<file path="config.mk">
export PLATFORM = sky130hd
export DESIGN_NAME = fdc_mac
export DESIGN_NICKNAME = d
export VERILOG_FILES = /design/src/sv/fdc_pkg.sv /design/src/sv/fdc_mac.sv
export SDC_FILE = /design/constraint.sdc
export NUM_CORES = 1
export LEC_CHECK = 0
export ABC_CLOCK_PERIOD_IN_PS = 800
export BUFFER_PORTS_ARGS = -buffer_cell sky130_fd_sc_hd__buf_2
export CAP_MARGIN = 20
export CORE_UTILIZATION = 50
export DETAILED_ROUTE_END_ITERATION = 16
export PLACE_DENSITY_LB_ADDON = 0.3
export SYNTH_ARGS = -nofsm -noshare
export SYNTH_HDL_FRONTEND = slang
export SYNTH_SLANG_ARGS = --single-unit
export TNS_END_PERCENT = 50
</file>
<file path="constraint.sdc">
create_clock -name clk_i -period 0.8 [get_ports clk_i]
set_clock_uncertainty 0.1 [all_clocks]
set_input_delay 0.04 -clock clk_i [delete_from_list [all_inputs] [get_ports clk_i]]
set_output_delay 0.04 -clock clk_i [all_outputs]
set_load 0.03 [all_outputs]
</file>
<file path="src/sv/fdc_pkg.sv">
`default_nettype none
// ----------------------------------------------------------------------------
// fdc_pkg
// Shared types and constants of the floppy controller register block.
// ----------------------------------------------------------------------------
package fdc_pkg;

  localparam int unsigned MaxSectorBytes = 1024;

  typedef enum logic [1:0] {
    ACT_PORT_WR = 2'd0,
    ACT_PORT_RD = 2'd1,
    ACT_FILL    = 2'd2,
    ACT_DRAIN   = 2'd3
  } action_e;

  localparam logic [2:0] PORT_CMD   = 3'd0;
  localparam logic [2:0] PORT_TRACK = 3'd1;
  localparam logic [2:0] PORT_SECT  = 3'd2;
  localparam logic [2:0] PORT_DATA  = 3'd3;
  localparam logic [2:0] PORT_CTRL  = 3'd4;

  localparam logic [2:0] CFG_BPS   = 3'd0;
  localparam logic [2:0] CFG_SPT   = 3'd1;
  localparam logic [2:0] CFG_HEADS = 3'd2;
  localparam logic [2:0] CFG_IMAGE = 3'd3;
  localparam logic [2:0] CFG_MEDIA = 3'd4;
  localparam logic [2:0] CFG_WP    = 3'd5;

  localparam logic [1:0] REQ_NONE  = 2'd0;
  localparam logic [1:0] REQ_FETCH = 2'd1;
  localparam logic [1:0] REQ_STORE = 2'd2;

  localparam logic [7:0] S_BUSY = 8'h01;
  localparam logic [7:0] S_DRQ  = 8'h02;
  localparam logic [7:0] S_TRK0 = 8'h04;
  localparam logic [7:0] S_RNF  = 8'h10;
  localparam logic [7:0] S_HLD  = 8'h20;
  localparam logic [7:0] S_WP   = 8'h40;
  localparam logic [7:0] S_NRDY = 8'h80;
  localparam logic [7:0] CTRL_BASE = 8'h08;
  localparam logic [3:0] IRQ_MASK  = 4'hF;

  // multiply-accumulate request to the shared unit
  typedef struct packed {
    logic        start;
    logic [24:0] a;
    logic [10:0] b;
    logic [24:0] c;
  } mac_req_t;

endpackage
`default_nettype wire

</file>
<file path="src/sv/fdc_mac.sv">
`default_nettype none
// ----------------------------------------------------------------------------
// fdc_mac
// Shared multiply-accumulate unit: res = a * b + c, registered.
// ----------------------------------------------------------------------------
module fdc_mac
  import fdc_pkg::*;
(
  input  wire logic     clk_i,
  input  wire logic     rst_ni,
  input  wire mac_req_t req_i,
  output logic          done_o,
  output logic [36:0]   res_o
);
  always_ff @(posedge clk_i or negedge rst_ni) begin
    if (!rst_ni) begin
      done_o <= 1'b0;
    end else begin
      done_o <= req_i.start;
    end
  end

  always_ff @(posedge clk_i) begin
    if (req_i.start) begin
      res_o <= 37'(req_i.a * req_i.b) + 37'(req_i.c);
    end
  end
endmodule
`default_nettype wire

</file>
==> run summary <==
Routability-driven placement finished with a final weighted congestion of 0.9321. TritonCTS built the clock tree. The final max-slew violation count came out at 0. In this run the standard cell core region covers 20,960 um^2.

The netlist uses 45 different library cells. The tools report the diode insertion count for antenna repair as 0. The worst setup path is launched from an input pin. For this run, the total global-route usage over all layers was measured as 26.78%. For the worst setup path, the data required time is 740 ps.

Once detail routing completed, the nets flagged for antenna violations numbered 0. In this run the horizontal extent of the chip is 148.0 um. In this run, synthesis produced a sequential element count of 38. The number of nets in the synthesized netlist is 1,565. Top layer used by detailed routing: met4. The height of the chip was 148.0 um; the final hold violation count was 1.

The pre-antenna-repair detailed-routing pass consisted of 11 iterations. The synthesized netlist devotes 2.467% of its cell area to XOR and XNOR gates. Kind of critical path: input pin to flop. The share of the clock period used by the worst path is 612.4%, and the warning count from the yosys run is 0.

The checks that failed: DRC, hold timing, setup timing. Async set-or-reset flop fraction in the synthesized netlist: 2.632%. The critical path starts at req_i[29].

The total wire length after detailed routing was 28,080 um. Number of buffers inserted during clock tree synthesis: 5. Placement row count: 53. After technology mapping, the gate count stands at 1,192. The initial antenna violation count was 0.

The path category of the worst min-delay check is input pin to flop. Library cell used as clock root buffer: clkbuf_16. For this design, the sink count on the clock tree is 38. In the synthesized netlist, the cells that appear most often are 305 x inv_1, 232 x fa_1, 214 x nand2_1.

The run gives 30 as the largest net degree at the start of global routing. The worst hold slack across all endpoints was -41.69 ps; the number of placed I/O pins was 102. For this run, design rule violations remaining after detail routing come to 2. Max-cap violations in this run came to 0. In this run the mean area of a mapped cell was 8.937 um^2.

The layout has 1,548 filler cells. The setup total negative slack came out at -128,120 ps. The total overflow left after global routing is 0.

The logs give 8,857 for the total via count after detailed routing and 76.23% for the relative slew slack. By instance count, the leading cell after synthesis is inv_1. Clock-pin slew was measured on the worst setup and hold paths at 60 ps.

The clock passes through at most 2 buffers. Worst hold path stage count: 2. The fraction of synthesized area in multiplexers was 0%. Via count of the first global-routing pass: 9,721. Detailed placement ended at an HPWL of 22,300 um. The run gives -4099 ps as the setup slack after layout.

Setup repair after global routing could not meet its margin everywhere. Of all nets on the critical path, the largest fanout is 8. The critical path endpoint category is a flop. The transition time at the pin with the least slew margin works out to 355.8 ps. Largest family of logic cells by synthesized area: adder cells. After detailed routing, the average wire length per cell comes to 16.25 um. For this design, the CTS-stage hold fixing added 3 buffers. The tools report the post-layout net count as 1,825. The shortest period the worst path allows was 4899 ps; the number of buffers inserted by port buffering was 101. After synthesis, flip-flops and latches occupy 10.66% of the total area.

The signed area change from the synthesized netlist to the final layout was 37.56%; the sum of met3 wire segment lengths after detailed routing was 880 um. For this run, the share of the core covered by cells in the final layout is 69.93%. In the post-synthesis netlist, the biggest area contributors are fa_1 44%, inv_1 11%, edfxtp_1 10%. The area of the die was 21,890 um^2; the detail-routed via count per cell was 5.126. Setup violations remaining at the end of the flow were counted as 74. The netlist area before placement was 10,650 um^2. The flow ran to the end, but the final reports show violations. The run gives 2 as the deepest level of the CTS H-tree. Hold path startpoint: req_i[0]. For this block, wires on met1 add up to 10,390 um. The cell accounting for the most synthesized area is fa_1.

At the worst endpoint, the arrival time is 4840 ps. The simple-gate share of the synthesized area is 15.21%. The synthesized netlist devotes 6.249% of its cell area to compound gates. The detailed router finished its first iteration with 313 violations. In the synthesized netlist the dominant register cell turns out to be edfxtp_1.

Based on the critical path, the design can be clocked at up to 0.2041 GHz. The proportion of netlist area held by the largest area contributor works out to 43.60%. The post-route netlist has 33.52% of its cells at a drive strength greater than 1. Once the floorplan was initialized, standard cells occupied 50.84% of the core.

The number of flops mapped to enable cells by yosys was 37. The first global-routing pass estimated 45,900 um of wire. The synthesized netlist devotes 52.64% of its cell area to adder and majority cells. After detailed routing, the met2 layer carries 15,880 um of wire.
logic make-up after synthesis:
| kind of cell | count (synthesis) |
|---|---|
| flip-flops | 38 |
| buffers and inverters | 361 |
| adder cells (fa/ha/maj) | 309 |
| AO/OA/AOI/OAI | 104 |
| XOR/XNOR | 30 |
| AND/OR/NAND/NOR | 350 |
flip-flops by register name, summed over array words and instances, names as in the netlist:
name and cells:
res_o 37, done_o 1
worst paths after layout:
check	to	slack [ps]
min in group asynchronous	done_o	40
worst min-delay path	res_o[0]	-40
worst max-delay path	res_o[35]	-4100
max in group asynchronous	done_o	470
worst max-delay path: stages:
cell and delay (ps):
buf_12 110, buf_12 130, buf_4 130, nand2_2 60, fa_1 430, fa_1 530, inv_2 50, fa_2 500
fa_1 540, inv_2 40, fa_1 510, inv_2 50, ha_4 230, a21oi_4 170, o21ai_2 100, o311a_4 390
or3_4 360, a211oi_2 220, o21bai_1 100, xor2_1 140
through the flow:
| step | setup slack (ps) | instances | hold slack, ps | area, um^2 |
|---|---|---|---|---|
| after global placement | -4431 | 1680 | -284.9 | 12840 |
| after floorplan | -4113 | 1192 | -355.6 | 11210 |
| after detailed placement | -4539 | 1680 | -284.2 | 12840 |
| final | -4099 | 1728 | -41.69 | 14650 |
| after global routing | -4228 | 1728 | -33.42 | 14650 |
| after CTS | -4014 | 1709 | -46.34 | 14160 |
area by class of cell:
type,count,area [um^2],share of cell area (%)
Sequential cell,38,1136,7.753
Clock inverter,3,68.82,0.4696
Clock buffer,5,125.1,0.8538
Multi-Input combinational cell,793,9065,61.86
Timing Repair Buffer,309,2770,18.90
Tap cell,275,344.1,2.348
Inverter,305,1145,7.812
cells in the final DEF, fill, tap and decap left out, types with 7 or more instances in the layout:
master    instances
a21oi_1          17
and2_4           17
nor2_1           12
buf_8             8
buf_6            82
xor2_1            8
xnor2_1          15
o21ai_2           8
inv_1           278
buf_12           11
xnor2_2           7
and2_1           73
buf_2            39
a21oi_2          16
ha_4             26
a21o_1            9
edfxtp_1         37
inv_2            27
ha_1             50
nand2_2          17
buf_4           165
nand2_1         191
a21oi_4           9
fa_2             13
nand3_1           7
fa_1            219
what timing repair did:
action                                 in CTS  in global routing
resized for setup                         259                 75
endpoints found under the hold margin       3                  1
gates cloned                                1                  1
setup buffers                              26                 21
setup endpoints to repair                  75                 76
pin swaps                                  81                 61
metal layers:
layer	GRT usage, %	vias to the layer above
met5	0	-
met4	7.216	0
met3	2.222	69
met2	52.75	222
met1	30.61	4517
li1	-	4049
Power is not shown: default switching activity piles up to over one toggle a cycle in this logic, so the estimate is an artifact.
